**src/rtl/ogr_pkg.sv**
```systemverilog
// ogr_pkg: shared types and constants for the occupancy grid ray update block
// used by ogr_front, ogr_queue, ogr_back and the top level; depends on nothing
package ogr_pkg;

  localparam int POS_W      = 32;
  localparam int ANG_W      = 16;
  localparam int DIST_W     = 32;
  localparam int CS_W       = 21;
  localparam int RANGE_W    = 25;
  localparam int IDX_W      = 7;
  localparam int CNT_W      = 16;
  localparam int LVL_W      = 4;
  localparam int TRIG_W     = 17;
  localparam int STEP_W     = 39;
  localparam int HOFF_W     = 28;
  localparam int CFG_IDX_W  = 8;
  localparam int CFG_DATA_W = 32;
  localparam int MA_W       = 27;
  localparam int MB_W       = 18;
  localparam int MP_W       = MA_W + MB_W;

  localparam logic [CS_W-1:0]    CS_RESET    = 21'd6554;
  localparam logic [RANGE_W-1:0] RANGE_RESET = 25'd327680;

  localparam logic [LVL_W-1:0] LEVEL_MAX = 4'd10;
  localparam logic [LVL_W-1:0] HIT_STEP  = 4'd4;
  localparam logic [LVL_W-1:0] OCC_LIMIT = 4'd5;

  localparam logic [CFG_IDX_W-1:0] CFG_CELL_SIZE    = 8'd0;
  localparam logic [CFG_IDX_W-1:0] CFG_SENSOR_RANGE = 8'd1;

  localparam logic MODE_SCAN = 1'b0;
  localparam logic MODE_READ = 1'b1;

  // one classified item handed from front to back
  typedef struct packed {
    logic               mode;
    logic [POS_W-1:0]   pos_x;
    logic [POS_W-1:0]   pos_y;
    logic [CS_W-1:0]    cell_size;
    logic [RANGE_W-1:0] limit;
    logic               hit;
    logic [STEP_W-1:0]  step_x;
    logic [STEP_W-1:0]  step_y;
    logic [HOFF_W-1:0]  hoff_x;
    logic [HOFF_W-1:0]  hoff_y;
    logic [IDX_W-1:0]   cell_row;
    logic [IDX_W-1:0]   cell_col;
  } desc_t;

  // queue status seen by its two sides
  typedef struct packed {
    logic full;
    logic empty;
  } q_stat_t;

  typedef enum logic [1:0] {
    F_IDLE,
    F_CALC,
    F_PUSH
  } front_state_t;

  typedef enum logic [3:0] {
    B_CLEAR,
    B_IDLE,
    B_RD_WAIT,
    B_SAMPLE,
    B_CHECK,
    B_DIV,
    B_RMW_RD,
    B_RMW_WR,
    B_NEXT,
    B_DONE
  } back_state_t;

endpackage

```
**src/rtl/ogr_front.sv**
```systemverilog
// ogr_front: accepts items, works out ray trig, step products and hit offsets
// on one shared multiplier, and pushes a descriptor; uses ogr_pkg
module ogr_front (
  input  logic                         clk,
  input  logic                         rst_n,
  input  logic                         in_valid,
  output logic                         in_stall,
  input  logic                         in_mode,
  input  logic [ogr_pkg::POS_W-1:0]    in_pos_x,
  input  logic [ogr_pkg::POS_W-1:0]    in_pos_y,
  input  logic [ogr_pkg::ANG_W-1:0]    in_heading,
  input  logic [ogr_pkg::ANG_W-1:0]    in_bearing,
  input  logic [ogr_pkg::DIST_W-1:0]   in_range_reading,
  input  logic [ogr_pkg::IDX_W-1:0]    in_cell_row,
  input  logic [ogr_pkg::IDX_W-1:0]    in_cell_col,
  input  logic [ogr_pkg::CS_W-1:0]     cell_size,
  input  logic [ogr_pkg::RANGE_W-1:0]  sensor_range,
  input  logic                         clear_busy,
  input  ogr_pkg::q_stat_t             q_stat,
  output logic                         q_push,
  output ogr_pkg::desc_t               q_data
);

  localparam logic [3:0] LAST_STEP = 4'd11;

  ogr_pkg::front_state_t state_r, state_nxt;

  logic                        mode_r;
  logic [ogr_pkg::POS_W-1:0]   px_r, py_r;
  logic [ogr_pkg::ANG_W-1:0]   ang_r;
  logic [ogr_pkg::CS_W-1:0]    cs_r;
  logic [ogr_pkg::RANGE_W-1:0] limit_r;
  logic                        hit_r;
  logic [ogr_pkg::IDX_W-1:0]   row_r, col_r;
  logic [3:0]                  step_r;
  logic [15:0]                 t_r, u_r;
  logic [16:0]                 w_r;
  logic [ogr_pkg::TRIG_W-1:0]  sv_r, cv_r;
  logic [ogr_pkg::STEP_W-1:0]  stx_r, sty_r;
  logic [ogr_pkg::HOFF_W-1:0]  hox_r, hoy_r;

  logic                        accept;
  logic [ogr_pkg::ANG_W-1:0]   ang_sel;
  logic [14:0]                 xq, arg;
  logic [15:0]                 t_c;
  logic [16:0]                 s17, sc;
  logic [ogr_pkg::TRIG_W-1:0]  trig_v;
  logic signed [ogr_pkg::MA_W-1:0] ma;
  logic signed [ogr_pkg::MB_W-1:0] mb;
  logic signed [ogr_pkg::MP_W-1:0] mp;
  logic                        hit_c;

  assign in_stall = (state_r != ogr_pkg::F_IDLE) || clear_busy;
  assign accept   = in_valid && !in_stall;
  assign hit_c    = (in_range_reading != '0) &&
                    (in_range_reading <= ogr_pkg::DIST_W'(sensor_range));

  // quarter-wave argument; cos runs on angle plus a quarter turn
  always_comb begin
    ang_sel = (step_r < 4'd4) ? ang_r : ang_r + 16'd16384;
    xq      = {1'b0, ang_sel[13:0]};
    arg     = ang_sel[14] ? 15'd16384 - xq : xq;
    t_c     = {arg, 1'b0};
  end

  always_comb begin
    ma = '0;
    mb = '0;
    if (step_r < 4'd8) begin
      case (step_r[1:0])
        2'd0: begin
          ma = $signed({11'b0, t_c});
          mb = $signed({2'b0, t_c});
        end
        2'd1: begin
          ma = 27'sd2320;
          mb = $signed({2'b0, u_r});
        end
        2'd2: begin
          ma = $signed({10'b0, 17'd21024 - w_r});
          mb = $signed({2'b0, u_r});
        end
        default: begin
          ma = $signed({10'b0, w_r});
          mb = $signed({2'b0, t_r});
        end
      endcase
    end else begin
      case (step_r)
        4'd8: begin
          ma = $signed({6'b0, cs_r});
          mb = $signed({cv_r[16], cv_r});
        end
        4'd9: begin
          ma = $signed({6'b0, cs_r});
          mb = $signed({sv_r[16], sv_r});
        end
        4'd10: begin
          ma = $signed({2'b0, limit_r});
          mb = $signed({cv_r[16], cv_r});
        end
        default: begin
          ma = $signed({2'b0, limit_r});
          mb = $signed({sv_r[16], sv_r});
        end
      endcase
    end
    mp = ma * mb;
  end

  always_comb begin
    s17    = mp[31:15];
    sc     = (s17 > 17'd32767) ? 17'd32767 : s17;
    trig_v = ang_sel[15] ? 17'd0 - sc : sc;
  end

  always_comb begin
    state_nxt = state_r;
    q_push    = 1'b0;
    case (state_r)
      ogr_pkg::F_IDLE: begin
        if (accept) begin
          state_nxt = (in_mode == ogr_pkg::MODE_READ) ? ogr_pkg::F_PUSH : ogr_pkg::F_CALC;
        end
      end
      ogr_pkg::F_CALC: begin
        if (step_r == LAST_STEP) state_nxt = ogr_pkg::F_PUSH;
      end
      ogr_pkg::F_PUSH: begin
        if (!q_stat.full) begin
          q_push    = 1'b1;
          state_nxt = ogr_pkg::F_IDLE;
        end
      end
      default: state_nxt = ogr_pkg::F_IDLE;
    endcase
  end

  always_ff @(posedge clk) begin
    if (!rst_n) begin
      state_r <= ogr_pkg::F_IDLE;
      step_r  <= '0;
    end else begin
      state_r <= state_nxt;
      if (accept) step_r <= '0;
      else if (state_r == ogr_pkg::F_CALC) step_r <= step_r + 4'd1;
    end
  end

  always_ff @(posedge clk) begin
    if (accept) begin
      mode_r  <= in_mode;
      px_r    <= in_pos_x;
      py_r    <= in_pos_y;
      ang_r   <= in_heading + in_bearing;
      cs_r    <= (cell_size == '0) ? ogr_pkg::CS_W'(1) : cell_size;
      hit_r   <= hit_c;
      limit_r <= hit_c ? in_range_reading[ogr_pkg::RANGE_W-1:0] : sensor_range;
      row_r   <= in_cell_row;
      col_r   <= in_cell_col;
    end
    if (state_r == ogr_pkg::F_CALC) begin
      if (step_r < 4'd8) begin
        case (step_r[1:0])
          2'd0: begin
            u_r <= mp[30:15];
            t_r <= t_c;
          end
          2'd1: w_r <= mp[31:15];
          2'd2: w_r <= 17'd51472 - mp[31:15];
          default: begin
            if (step_r[2]) cv_r <= trig_v;
            else sv_r <= trig_v;
          end
        endcase
      end else begin
        case (step_r)
          4'd8:    stx_r <= mp[ogr_pkg::STEP_W-1:0];
          4'd9:    sty_r <= mp[ogr_pkg::STEP_W-1:0];
          4'd10:   hox_r <= mp[ogr_pkg::HOFF_W+14:15];
          default: hoy_r <= mp[ogr_pkg::HOFF_W+14:15];
        endcase
      end
    end
  end

  always_comb begin
    q_data.mode      = mode_r;
    q_data.pos_x     = px_r;
    q_data.pos_y     = py_r;
    q_data.cell_size = cs_r;
    q_data.limit     = limit_r;
    q_data.hit       = hit_r;
    q_data.step_x    = stx_r;
    q_data.step_y    = sty_r;
    q_data.hoff_x    = hox_r;
    q_data.hoff_y    = hoy_r;
    q_data.cell_row  = row_r;
    q_data.cell_col  = col_r;
  end

endmodule

```
**config.mk**
```make
export PLATFORM = sky130hd
export DESIGN_NAME = ogr_front
export DESIGN_NICKNAME = d
export VERILOG_FILES = /design/src/rtl/ogr_pkg.sv /design/src/rtl/ogr_front.sv
export SDC_FILE = /design/constraint.sdc
export NUM_CORES = 2
export LEC_CHECK = 0
export ABC_AREA = 0
export BUFFER_PORTS_ARGS = -buffer_cell sky130_fd_sc_hd__buf_2
export CAP_MARGIN = 5
export CORE_UTILIZATION = 50
export CTS_CLUSTER_SIZE = 28
export DETAILED_ROUTE_END_ITERATION = 12
export GPL_TIMING_DRIVEN = 0
export PLACE_DENSITY = 0.75
export SYNTH_ARGS = -nofsm -noshare
export SYNTH_HDL_FRONTEND = slang
export SYNTH_SLANG_ARGS = --single-unit
```
**constraint.sdc**
```tcl
create_clock -name clk -period 11.86 [get_ports clk]
set_clock_uncertainty 0.1 [all_clocks]
set_input_delay 1.779 -clock clk [delete_from_list [all_inputs] [get_ports clk]]
set_output_delay 1.779 -clock clk [all_outputs]
set_load 0.01 [all_outputs]
```
==> run metrics <==
outcome complete, no violations; Hold Path Class register to register; DPL Wire Length 83500 um; post-synth net total 3655; number of port buffers 455; largest family of logic cells by synthesized area adder cells; post-synthesis xor/xnor area fraction 2.37%; Num CTS Buffers 40; CP arrival 11800 ps; final count of pins violating max slew 0; clk sinks 364; Least-Margin Pin Slew 1470 ps; largest net degree at the start of global routing 84; CTS clk-pin slew, worst paths 60 ps; Clock Tree Root clkbuf_16; crit path kind register to register; CP Launch Type register; CTS H-tree depth 2; worst path required time 12020 ps; initial antenna violation count 12; most frequent cells in the layout 517 x inv_1, 459 x buf_2, 369 x fa_1, 358 x edfxtp_1, 322 x nand2_1; Clk Latency, worst-skew pair 590 ps; Largest stage delay, worst path 700 ps; commonest non-fill, non-tap cell in the layout inv_1; distinct cell type count after synthesis 86; vias in the first global route 24200; io pins 457; remaining global-route overflow 0; FF-to-FF path depth 38; Yosys reg bits 364; Rel. slew slack 1.86%; endpoint of the worst hold path state_r[0]; final antenna-violating net count 0; DR vias/cell 5.69; core area 60500 um2; Top FF cell, synth edfxtp_1; DIE HEIGHT 250 um; Reg-to-Reg Start ang_r[0]; P&R area growth vs syn 17.2%; setup violators final 0; final wirelength 104000 um; share of layout cells above drive strength 1 20.0%; total global-route track usage 33.4%; cells after synthesis 2899; CP endpoint kind register; Post-synth EDFFs 358; Compound-Gate Fraction of Synth Area 7.86%; fraction of the mapped netlist area in adder cells 31.9%; Final Hold Vio Count 0; first drt pass iteration count 6; CP max-delay cell a21oi_1; DRC Markers 0; minimum hold slack 416 ps; TritonCTS clock tree built; simple-gate share of the synthesized area 11.7%; worst-path fanout max 10; Mapped Area 30700 um2; Final min period 11630 ps; Max Freq 86.0 MHz; area of the die 62300 um2; Initial Util 50.7%; total number of vias 24100; first-pass GRT wire length 152000 um; Synth async-reset ratio 0%; mux share of post-synthesis cell area 2.54%; flop-to-flop setup slack 230 ps; Hold Path Origin state_r[1]; Routed WL per cell 24.6 um; detailed router's first-iteration violation count 2329; Max-Cap Viols 0; Final period util 98.1%; nets@finish 4171; CTS max path bufs 3; Hold Crit Depth 1; Worst R2R End sv_r[14]; Seq/Total Area, Yosys 35.5%; Avg Cell Area, Syn 10.6 um2; cell row count 90; cell mode on critical path fa_1; Die Wd 250 um; Synth Warn # 0; routability cong. 1.03
cell type report:
type                       count  area [um2]
timing repair buffer         482        2540
inverter                     523        1970
sequential                   364       10900
fill                        5182       24600
buffer                       122         547
antenna                        8        20.0
clock buffer                  43        1010
multi-input combinational   1882       17600
tap                          782         978
clock inverter                28         339
sequential cells by signal, indices dropped and copies added (netlist names), 17 cells and up:
name	cells
stx_r	39
sty_r	39
px_r	32
py_r	32
hox_r	28
hoy_r	28
limit_r	25
cs_r	21
cv_r	17
sv_r	17
w_r	17
per-stage QoR:
step           utilization, %  setup slack [ps]  std cells  setup TNS [ps]  cell area [um2]
2_1_floorplan               -              1920       2899               0            30700
3_3_place_gp             56.1              -918       4136          -10780            33900
3_5_place_dp             56.4             -1150       4149          -15370            34100
4_1_cts                  58.9              1.78       4222               0            35600
5_1_grt                  59.4             -34.0       4234           -69.4            35900
6_report                 59.4               229       4234               0            35900
critical path: cells and delay by family (launching register included):
kind	cells	cell delay (ps)
adders and majority gates	9	3690
AOI/OAI and AO/OA	12	3320
and+or+nand+nor	8	1760
buffers and inverters	7	1360
DFF	1	530
xor gates and xnor gates	1	280
muxes	1	230
what timing repair did:
item                       in CTS  in global routing
hold buffers                    0                  0
setup endpoints to repair      26                 16
pin swaps                       2                  3
cloned                          0                  0
buffers inserted                5                  9
resized for setup              47                 70
cell families after synthesis:
group,Yosys count
AO/OA/AOI/OAI,360
adder cells (fa/ha/maj),561
AND/OR/NAND/NOR,807
multiplexers,74
buffers and inverters,653
XOR/XNOR,80
flip-flops,364
cell usage after synthesis (all sizes together) (23+ instances only):
| library cell | count | share of area [%] |
|---|---|---|
| a21oi | 118 | 2.0 |
| and2 | 31 | 0.63 |
| nor3 | 26 | 0.42 |
| edfxtp | 358 | 35 |
| nor2 | 260 | 3.2 |
| mux2i | 44 | 1.4 |
| o21ai | 66 | 1.1 |
| ha | 192 | 7.8 |
| nand2b | 27 | 0.55 |
| and3 | 23 | 0.47 |
| nand2 | 322 | 3.9 |
| clkbuf | 111 | 1.4 |
| xnor2 | 62 | 1.9 |
| a21o | 38 | 0.93 |
| inv | 521 | 6.4 |
| fa | 369 | 24 |
| mux2 | 30 | 1.1 |
how the worst max path moves through the flow:
stage | startpoint | end | slack (ps) | cells past startpoint
finish | ang_r[0] | sv_r[14] | 230 | 38
global route | w_r[1] | sv_r[14] | -30 | 42
CTS | w_r[1] | sv_r[14] | 2 | 41
detailed placement | step_r[3] | cv_r[14] | -1150 | 41
global placement | step_r[3] | cv_r[14] | -920 | 39
floorplan | w_r[0] | cv_r[14] | 1920 | 42
routing by layer:
layer  GRT usage [%]  wire length [um]  vias to the layer above
met5               0                16                        -
met4            22.9              8380                        2
met3            6.57              9710                      349
met2            54.2             49100                     1353
met1            40.5             37100                    11900
li1                -                 -                    10500
Power is not shown: default switching activity piles up to over one toggle a cycle in this logic, so the estimate is an artifact.
