<file path="config.mk">
export PLATFORM = sky130hd
export DESIGN_NAME = ogr_queue
export DESIGN_NICKNAME = d
export VERILOG_FILES = /design/src/rtl/ogr_pkg.sv /design/src/rtl/ogr_queue.sv
export SDC_FILE = /design/constraint.sdc
export NUM_CORES = 1
export LEC_CHECK = 0
export BUFFER_PORTS_ARGS = -buffer_cell sky130_fd_sc_hd__buf_2
export CORE_UTILIZATION = 25
export DETAILED_ROUTE_END_ITERATION = 10
export MAX_ROUTING_LAYER = met4
export PLACE_DENSITY = 0.47
export SYNTH_ARGS = -nofsm -noshare
export SYNTH_HDL_FRONTEND = slang
export SYNTH_SLANG_ARGS = --single-unit
</file>
<file path="constraint.sdc">
create_clock -name clk -period 44.4 [get_ports clk]
set_input_delay 8.88 -clock clk [delete_from_list [all_inputs] [get_ports clk]]
set_output_delay 8.88 -clock clk [all_outputs]
set_load 0.1 [all_outputs]
</file>
<file path="src/rtl/ogr_pkg.sv">
// ogr_pkg: shared types and constants for the occupancy grid ray update block
// used by ogr_front, ogr_queue, ogr_back and the top level; depends on nothing
package ogr_pkg;

  localparam int POS_W      = 32;
  localparam int ANG_W      = 16;
  localparam int DIST_W     = 32;
  localparam int CS_W       = 21;
  localparam int RANGE_W    = 25;
  localparam int IDX_W      = 7;
  localparam int CNT_W      = 16;
  localparam int LVL_W      = 4;
  localparam int TRIG_W     = 17;
  localparam int STEP_W     = 39;
  localparam int HOFF_W     = 28;
  localparam int CFG_IDX_W  = 8;
  localparam int CFG_DATA_W = 32;
  localparam int MA_W       = 27;
  localparam int MB_W       = 18;
  localparam int MP_W       = MA_W + MB_W;

  localparam logic [CS_W-1:0]    CS_RESET    = 21'd6554;
  localparam logic [RANGE_W-1:0] RANGE_RESET = 25'd327680;

  localparam logic [LVL_W-1:0] LEVEL_MAX = 4'd10;
  localparam logic [LVL_W-1:0] HIT_STEP  = 4'd4;
  localparam logic [LVL_W-1:0] OCC_LIMIT = 4'd5;

  localparam logic [CFG_IDX_W-1:0] CFG_CELL_SIZE    = 8'd0;
  localparam logic [CFG_IDX_W-1:0] CFG_SENSOR_RANGE = 8'd1;

  localparam logic MODE_SCAN = 1'b0;
  localparam logic MODE_READ = 1'b1;

  // one classified item handed from front to back
  typedef struct packed {
    logic               mode;
    logic [POS_W-1:0]   pos_x;
    logic [POS_W-1:0]   pos_y;
    logic [CS_W-1:0]    cell_size;
    logic [RANGE_W-1:0] limit;
    logic               hit;
    logic [STEP_W-1:0]  step_x;
    logic [STEP_W-1:0]  step_y;
    logic [HOFF_W-1:0]  hoff_x;
    logic [HOFF_W-1:0]  hoff_y;
    logic [IDX_W-1:0]   cell_row;
    logic [IDX_W-1:0]   cell_col;
  } desc_t;

  // queue status seen by its two sides
  typedef struct packed {
    logic full;
    logic empty;
  } q_stat_t;

  typedef enum logic [1:0] {
    F_IDLE,
    F_CALC,
    F_PUSH
  } front_state_t;

  typedef enum logic [3:0] {
    B_CLEAR,
    B_IDLE,
    B_RD_WAIT,
    B_SAMPLE,
    B_CHECK,
    B_DIV,
    B_RMW_RD,
    B_RMW_WR,
    B_NEXT,
    B_DONE
  } back_state_t;

endpackage

</file>
<file path="src/rtl/ogr_queue.sv">
// ogr_queue: two-entry descriptor queue between front and back
// uses ogr_pkg for the descriptor and status types
module ogr_queue (
  input  logic             clk,
  input  logic             rst_n,
  input  logic             push,
  input  ogr_pkg::desc_t   push_data,
  input  logic             pop,
  output ogr_pkg::desc_t   pop_data,
  output ogr_pkg::q_stat_t stat
);

  ogr_pkg::desc_t entry_r [2];
  logic       wr_ptr_r, rd_ptr_r;
  logic [1:0] count_r;

  assign stat.full  = (count_r == 2'd2);
  assign stat.empty = (count_r == 2'd0);
  assign pop_data   = entry_r[rd_ptr_r];

  always_ff @(posedge clk) begin
    if (!rst_n) begin
      wr_ptr_r <= 1'b0;
      rd_ptr_r <= 1'b0;
      count_r  <= 2'd0;
    end else begin
      if (push) wr_ptr_r <= ~wr_ptr_r;
      if (pop) rd_ptr_r <= ~rd_ptr_r;
      case ({push, pop})
        2'b10:   count_r <= count_r + 2'd1;
        2'b01:   count_r <= count_r - 2'd1;
        default: count_r <= count_r;
      endcase
    end
  end

  always_ff @(posedge clk) begin
    if (push) entry_r[wr_ptr_r] <= push_data;
  end

endmodule

</file>
==> results of run 1 <==
## layout make-up
type,count,area (sq um)
Multi-Input combinational cell,276,3800
Sequential cell,525,15700
Inverter,1,3.75
Antenna cell,8,20.0
Clock inverter,23,315
Clock buffer,77,1540
Tap cell,1040,1300
Timing Repair Buffer,535,2720
Fill cell,7579,52400
## layout by cell type (no fill, tap or decap), types with 2 or more instances in the layout
cell       count
xnor2_1        2
clkinv_1       8
clkbuf_8       4
clkinv_2       4
diode_2        8
dfxtp_1        4
mux2_4       200
clkbuf_1      16
buf_2        525
clkbuf_16     57
mux2_2        60
and2_1         3
clkinv_4       2
edfxtp_1     520
bufinv_16      8
buf_4          9
## metrics by stage
| stage | instance area, sq um | setup slack, ps | utilization, % | hold slack (ps) |
|---|---|---|---|---|
| final | 25400 | 31630 | 32.6 | 504 |
| after detailed placement | 23500 | 32130 | 30.2 | 501 |
| after CTS | 25400 | 31470 | 32.6 | 510 |
| after global routing | 25400 | 31380 | 32.6 | 557 |
| after global placement | 23500 | 32120 | 30.2 | 483 |
| after floorplan | 19800 | 23610 | - | 466 |
## logic make-up (layout without fill, tap and decap cells)
family                     count (synthesis)  count (layout)  synth area share (%)
muxes                                    260             260                  18.6
and+or+nand+nor                            9               9                 0.272
xor gates and xnor gates                   3               3                 0.133
other                                      0               8                     0
adders and majority gates                  1               1                0.0632
DFF                                      525             525                  79.4
AOI/OAI and AO/OA                          3               3                 0.101
buffers and inverters                     30             636                  1.48
## worst min path at each step
stage          slack (ps)         end
3_3_place_gp          480  count_r[1]
3_5_place_dp          500  count_r[1]
6_report              500  count_r[1]
2_1_floorplan         470  count_r[1]
5_1_grt               560  count_r[1]
4_1_cts               510  count_r[1]
## sequential cells by signal (all words and copies together), names as in the netlist, named ones only
name and flops:
wr_ptr_r 1, count_r 2, entry_r 520, rd_ptr_r 1
## routing by layer
metal	track usage, %	share of wire (%)	vias to the layer above
li1	-	-	4463
met1	12.0	38	4795
met2	19.0	51	344
met3	4.24	8.7	63
met4	2.78	1.8	0
met5	-	0	-
## power groups by stage
| stage | clock (mW) | sequential (mW) | combinational (mW) |
|---|---|---|---|
| floorplan | 0 | 0.597 | 0.251 |
| global placement | 0 | 0.592 | 0.295 |
| detailed placement | 0 | 0.593 | 0.296 |
| CTS | 0.488 | 0.582 | 0.296 |
| global route | 0.505 | 0.584 | 0.302 |
| finish | 0.471 | 0.582 | 0.292 |
## worst max-delay path, delay by kind of cell, from the launching register on
family | cells | cell delay [ps]
mux | 1 | 320
flops | 1 | 770
buf+inv | 3 | 2030
==> metrics.yaml, run 1 <==
status:
  outcome: "finished, final reports clean"
critical_path:
  worstSetupPathType: "flip-flop to output pin"
  r2r_start: "wr_ptr_r"
  endpoint: "pop_data[63]"
  cp.required_ps: 35520
  path_cells: "buf_12 > buf_4 > mux2_4 > buf_2"
  r2r_setup_slack_ps: 40970
  slowest_stage: "buf_4"
  startpoint_type: "flip-flop"
  crit_path_max_fanout: 116
  reg2regPathDepth: 3
  critPathMaxStageDelay_ps: 920
  critical_path_arrival_ps: 3890
  worstReg2RegEnd: "entry_r[1][151]"
  endpoint_kind: "output pin"
grt:
  grt.total_usage_pct: 11.1
  grt_pass1_wl_microns: 66100
  grt_pass1_vias: 10500
  grt_max_degree: 117
  antenna_found_initial: 6
  gr-total-overflow: 0
clock_network:
  cts_buffer_depth: 3
  clkTransAtPathRegs_ps: 60
  cts.root.buffer_cell: "clkbuf_16"
  cts_setup_buffers: 0
  cts_tree: "built"
  cts.sinks: 525
  clk_latency_ps: 580
  htree_levels: 2
  cts_buffers: 56
  post_cts_resized: 0
  hold_buffers: 0
logic_synthesis:
  ys_warn_count: 0
  yosysUniqueCellTypes: 18
  synth_cells: 831
  syn_area_sq_um: 19800
  seq_area_frac_synth_pct: 79.4
  synthArstFlopShare_pct: 0
  yosysMostFrequentCell: "edfxtp_1"
  syn-mean-instance-area_sq_um: 23.8
  yosys.area.top_type_share_pct: 78.9
  ys.flop_type: "edfxtp_1"
  synth_top_cell_by_area: "edfxtp_1"
  ys_top_cells_by_count: "edfxtp_1 (520), mux2_4 (200), mux2_2 (60)"
  ys_ff_latch: 525
  synth_edf_count: 520
  synth_nets: 1096
  ys_top_cells_by_area: "edfxtp_1 (79%), mux2_4 (15%), mux2_2 (3.4%), buf_6 (1.3%), dfxtp_1 (0.51%)"
timing:
  slew_headroom_pct: 27.3
  worstMarginPinSlew_ps: 1090
  hold_viol_final: 0
  setup_tns_ps: 0
  post-route-min-period_ps: 12770
  max_freq_ghz: 0.0783
  skew_ps: 18.9
  rsz0062_at_grt: "false"
  final-max-slew-violation-count: 0
  period_share_pct: 28.8
  setup_viol: 0
floorplanning:
  ios: 526
  core_area_sq_um: 77800
  fp.dieH_microns: 283
  rows: 102
  start_util_pct: 25.4
  dieArea_sq_um: 80300
  die_w_microns: 283
pwr:
  p_seq_share_pct: 43.3
  clkPwrFrac_pct: 35.0
  switching_share_pct: 31.3
  finalPower_mw: 1.34
  ir_drop_mv: 0.0285
  internal_power_uw: 923
  power_density_nw_per_um2: 52.9
  power_switching_uw: 422
  pwr-share-comb_pct: 21.7
  leakage_nw: 9.72
min_path:
  hold_start: "count_r[1]"
  hold_path_depth: 2
  hp-class: "flip-flop to flip-flop"
routing:
  vias: 9665
  ant_nets: 0
  route.detailed.drc: 0
  post_drt_wl_per_cell_microns: 18.0
  drt_iter0_markers: 433
  routed_via_density: 3.89
  drt_wl_total_microns: 44700
  drtPass1Iterations: 4
place:
  io_buffers: 525
  dp_hpwl_microns: 30600
  place_inst: 2377
  gp_congestion: 0.769
final_layout:
  area_growth_pct: 28.4
  post_route_cells_drive_above_1_share_pct: 60.9
  nets: 1660
  final_cells: 2485
job:
  max_cap_violations: 0
No activity file was read; power rests on OpenSTA's default activity.
==> run 2: changes to the inputs <==
--- a/config.mk
+++ b/config.mk
@@ -9,7 +9,7 @@
 export CORE_UTILIZATION = 25
 export DETAILED_ROUTE_END_ITERATION = 10
 export MAX_ROUTING_LAYER = met4
-export PLACE_DENSITY = 0.47
+export PLACE_DENSITY = 0.48
 export SYNTH_ARGS = -nofsm -noshare
 export SYNTH_HDL_FRONTEND = slang
 export SYNTH_SLANG_ARGS = --single-unit
==> constraint.sdc (replaced) <==
create_clock -name clk -period 11.4 [get_ports clk]
set_input_delay 2.28 -clock clk [delete_from_list [all_inputs] [get_ports clk]]
set_output_delay 2.28 -clock clk [all_outputs]
set_load 0.1 [all_outputs]
==> run 2 against run 1 <==
Against the previous run: flip-flop and latch count is the same; largest power group unchanged; critical path depth shrank 1; global-route usage fell by 0.26 points; via count rose by 0.81%; combinational power rose to 3.9 times the previous value; register-to-register slack worse by 33000 ps; clock power grew to 3.7 times the previous value.
==> metrics.yaml, run 2 (synthesis gave the netlist of run 1 again) <==
status:
  outcome: "finished, final reports clean"
timing:
  period_share_pct: 46.7
  max_freq_ghz: 0.188
  setup_tns_ps: 0  # unchanged
  post-route-min-period_ps: 5330
  final-max-slew-violation-count: 0  # unchanged
  worstMarginPinSlew_ps: 1140  # +49.9 ps
  fin_ws_ps: 6070  # -25560 ps
  rsz0062_at_grt: "false"
  hold_viol_final: 0  # unchanged
  slew_headroom_pct: 24.0  # -3.3 points
  setup_viol: 0  # unchanged
  skew_ps: 16.8  # -2.07 ps
  holdWs_ps: 515  # +10.8 ps
critical_path:
  reg2regPathDepth: 3  # unchanged
  path_cells: "buf_12 > mux2_4 > buf_2"
  critical_path_arrival_ps: 3050  # -840 ps
  crit_path_max_fanout: 117  # +0.86%
  worstReg2RegEnd: "entry_r[1][199]"
  r2r_setup_slack_ps: 8270  # -32700 ps
  critPathMaxStageDelay_ps: 730  # -190 ps
  worstSetupPathType: "flip-flop to output pin"
  slowest_stage: "dfxtp_4"
  cp.required_ps: 9120  # -26400 ps
  startpoint_type: "flip-flop"
  endpoint_kind: "output pin"
  r2r_start: "wr_ptr_r"
final_layout:
  top_regs: "entry_r (520), count_r (2)"
  final_cell_mix: "buf_2 (525), edfxtp_1 (520), mux2_4 (200)"
  area_growth_pct: 28.2
  post_route_cells_drive_above_1_share_pct: 61.0  # +0.090 points
  largest_reg_flops: 520  # unchanged
  nets: 1663  # +0.18%
  top_register: "entry_r"
  layout_commonest_cell: "buf_2"
floorplanning:
  fp.dieH_microns: 283  # unchanged
  core_area_sq_um: 77800  # unchanged
  die_w_microns: 283  # unchanged
  dieArea_sq_um: 80300  # unchanged
  start_util_pct: 25.4  # unchanged
  ios: 526  # unchanged
  rows: 102  # unchanged
pwr:
  p_seq_share_pct: 44.0  # +0.7 points
  pwr-share-comb_pct: 22.3  # +0.6 points
  switching_share_pct: 32.5  # +1.1 points
  ir_drop_mv: 0.118  # +310%
  finalPower_mw: 5.14  # +280%
  power_density_nw_per_um2: 202  # +280%
  leakage_nw: 9.69  # -0.25%
  power_switching_mw: 1.67  # +300%
  internal_power_mw: 3.47  # +280%
  clkPwrFrac_pct: 33.7  # -1.3 points
min_path:
  hp-class: "flip-flop to flip-flop"
  hold_path_depth: 2  # unchanged
  hold_start: "count_r[1]"
  whs_endpoint: "count_r[1]"
place:
  io_buffers: 525  # unchanged
  gp_congestion: 0.772  # +0.35%
  pre_cts_ws_ps: 6190  # -25940 ps
  dp_hpwl_microns: 29400  # -4.0%
grt:
  grt.total_usage_pct: 10.8  # -0.26 points
  gr-total-overflow: 0  # unchanged
  antenna_found_initial: 12  # +6
  grt_max_degree: 135  # +15%
  met3_usage_pct: 4.53  # +0.29 points
  met2_usage_pct: 18.3  # -0.67 points
  use_met1_pct: 11.7  # -0.37 points
  grt_pass1_vias: 10300  # -1.9%
  grt.busiest_layer: "met2"
  grt_pass1_wl_microns: 64500  # -2.3%
routing:
  vias: 9743  # +0.81%
  route.detailed.drc: 0  # unchanged
  routed_via_density: 3.90  # +0.20%
  drt_iter0_markers: 370  # -15%
  drt_wl_total_microns: 43800  # -1.9%
  ant_nets: 0  # unchanged
  post_drt_wl_per_cell_microns: 17.5  # -2.5%
  drtPass1Iterations: 4  # unchanged
clock_network:
  cts_setup_buffers: 0  # unchanged
  post_cts_resized: 0  # unchanged
  cts_tree: "built"
  htree_levels: 2  # unchanged
  clkTransAtPathRegs_ps: 60  # about the same
  cts.sinks: 525  # unchanged
  cts_buffer_depth: 3  # unchanged
  hold_buffers: 0  # unchanged
  cts_buffers: 60  # +7.1%
  clk_latency_ps: 590  # about the same
  cts.root.buffer_cell: "clkbuf_16"
job:
  max_cap_violations: 0  # unchanged
run 2: cell count changes in the layout (fill, tap and decap cells not counted), moves of 4 or more:
cell and delta:
diode_2 +4, clkinvlp_4 +4, clkinv_1 +5, bufinv_16 -8
clkinv_2 +9, clkbuf_16 +4
run 2: worst max path at each step:
stage,startpoint,endpoint,slack [ps]
after CTS,flip-flop,pop_data[64],6030
after detailed placement,push,entry_r[0][216],6190
final,flip-flop,pop_data[213],6070
after floorplan,push,entry_r[0][0],1830
after global routing,flip-flop,pop_data[242],5970
after global placement,push,entry_r[0][215],6240
run 2: power by group through the flow:
stage	logic, mW	registers (mW)	clock network (mW)
4_1_cts	1.16	2.26	1.80
2_1_floorplan	0.976	2.31	0
3_5_place_dp	1.16	2.30	0
3_3_place_gp	1.15	2.30	0
5_1_grt	1.18	2.27	1.87
6_report	1.14	2.26	1.73
run 2: cell type report:
class / count / area [sq um]
diodes: 12 / 30.0
clock buffers: 77 / 1610
clock inverters: 35 / 186
fillers: 7653 / 52500
inverters: 1 / 3.75
multi-input cells: 276 / 3800
flip-flops and latches: 525 / 15700
well taps: 1040 / 1300
repair buffers: 534 / 2730
run 2: per-layer routing:
metal	vias to the layer above	part of all wire, %
li1	4492	-
met1	4839	39
met2	344	51
met3	68	8.9
met4	0	1.8
met5	-	0
run 2: critical path: cells and delay by family, from the launching register on:
kind,cells,cell delay [ps]
muxes,1,300
buffers and inverters,2,950
DFF,1,730
run 2: stage by stage:
step	utilization [%]	std cells	instance area (sq um)
after floorplan	-	831	19800
after global placement	30.3	2376	23600
after detailed placement	30.3	2376	23600
after CTS	32.6	2488	25400
after global routing	32.6	2499	25400
final	32.6	2500	25400
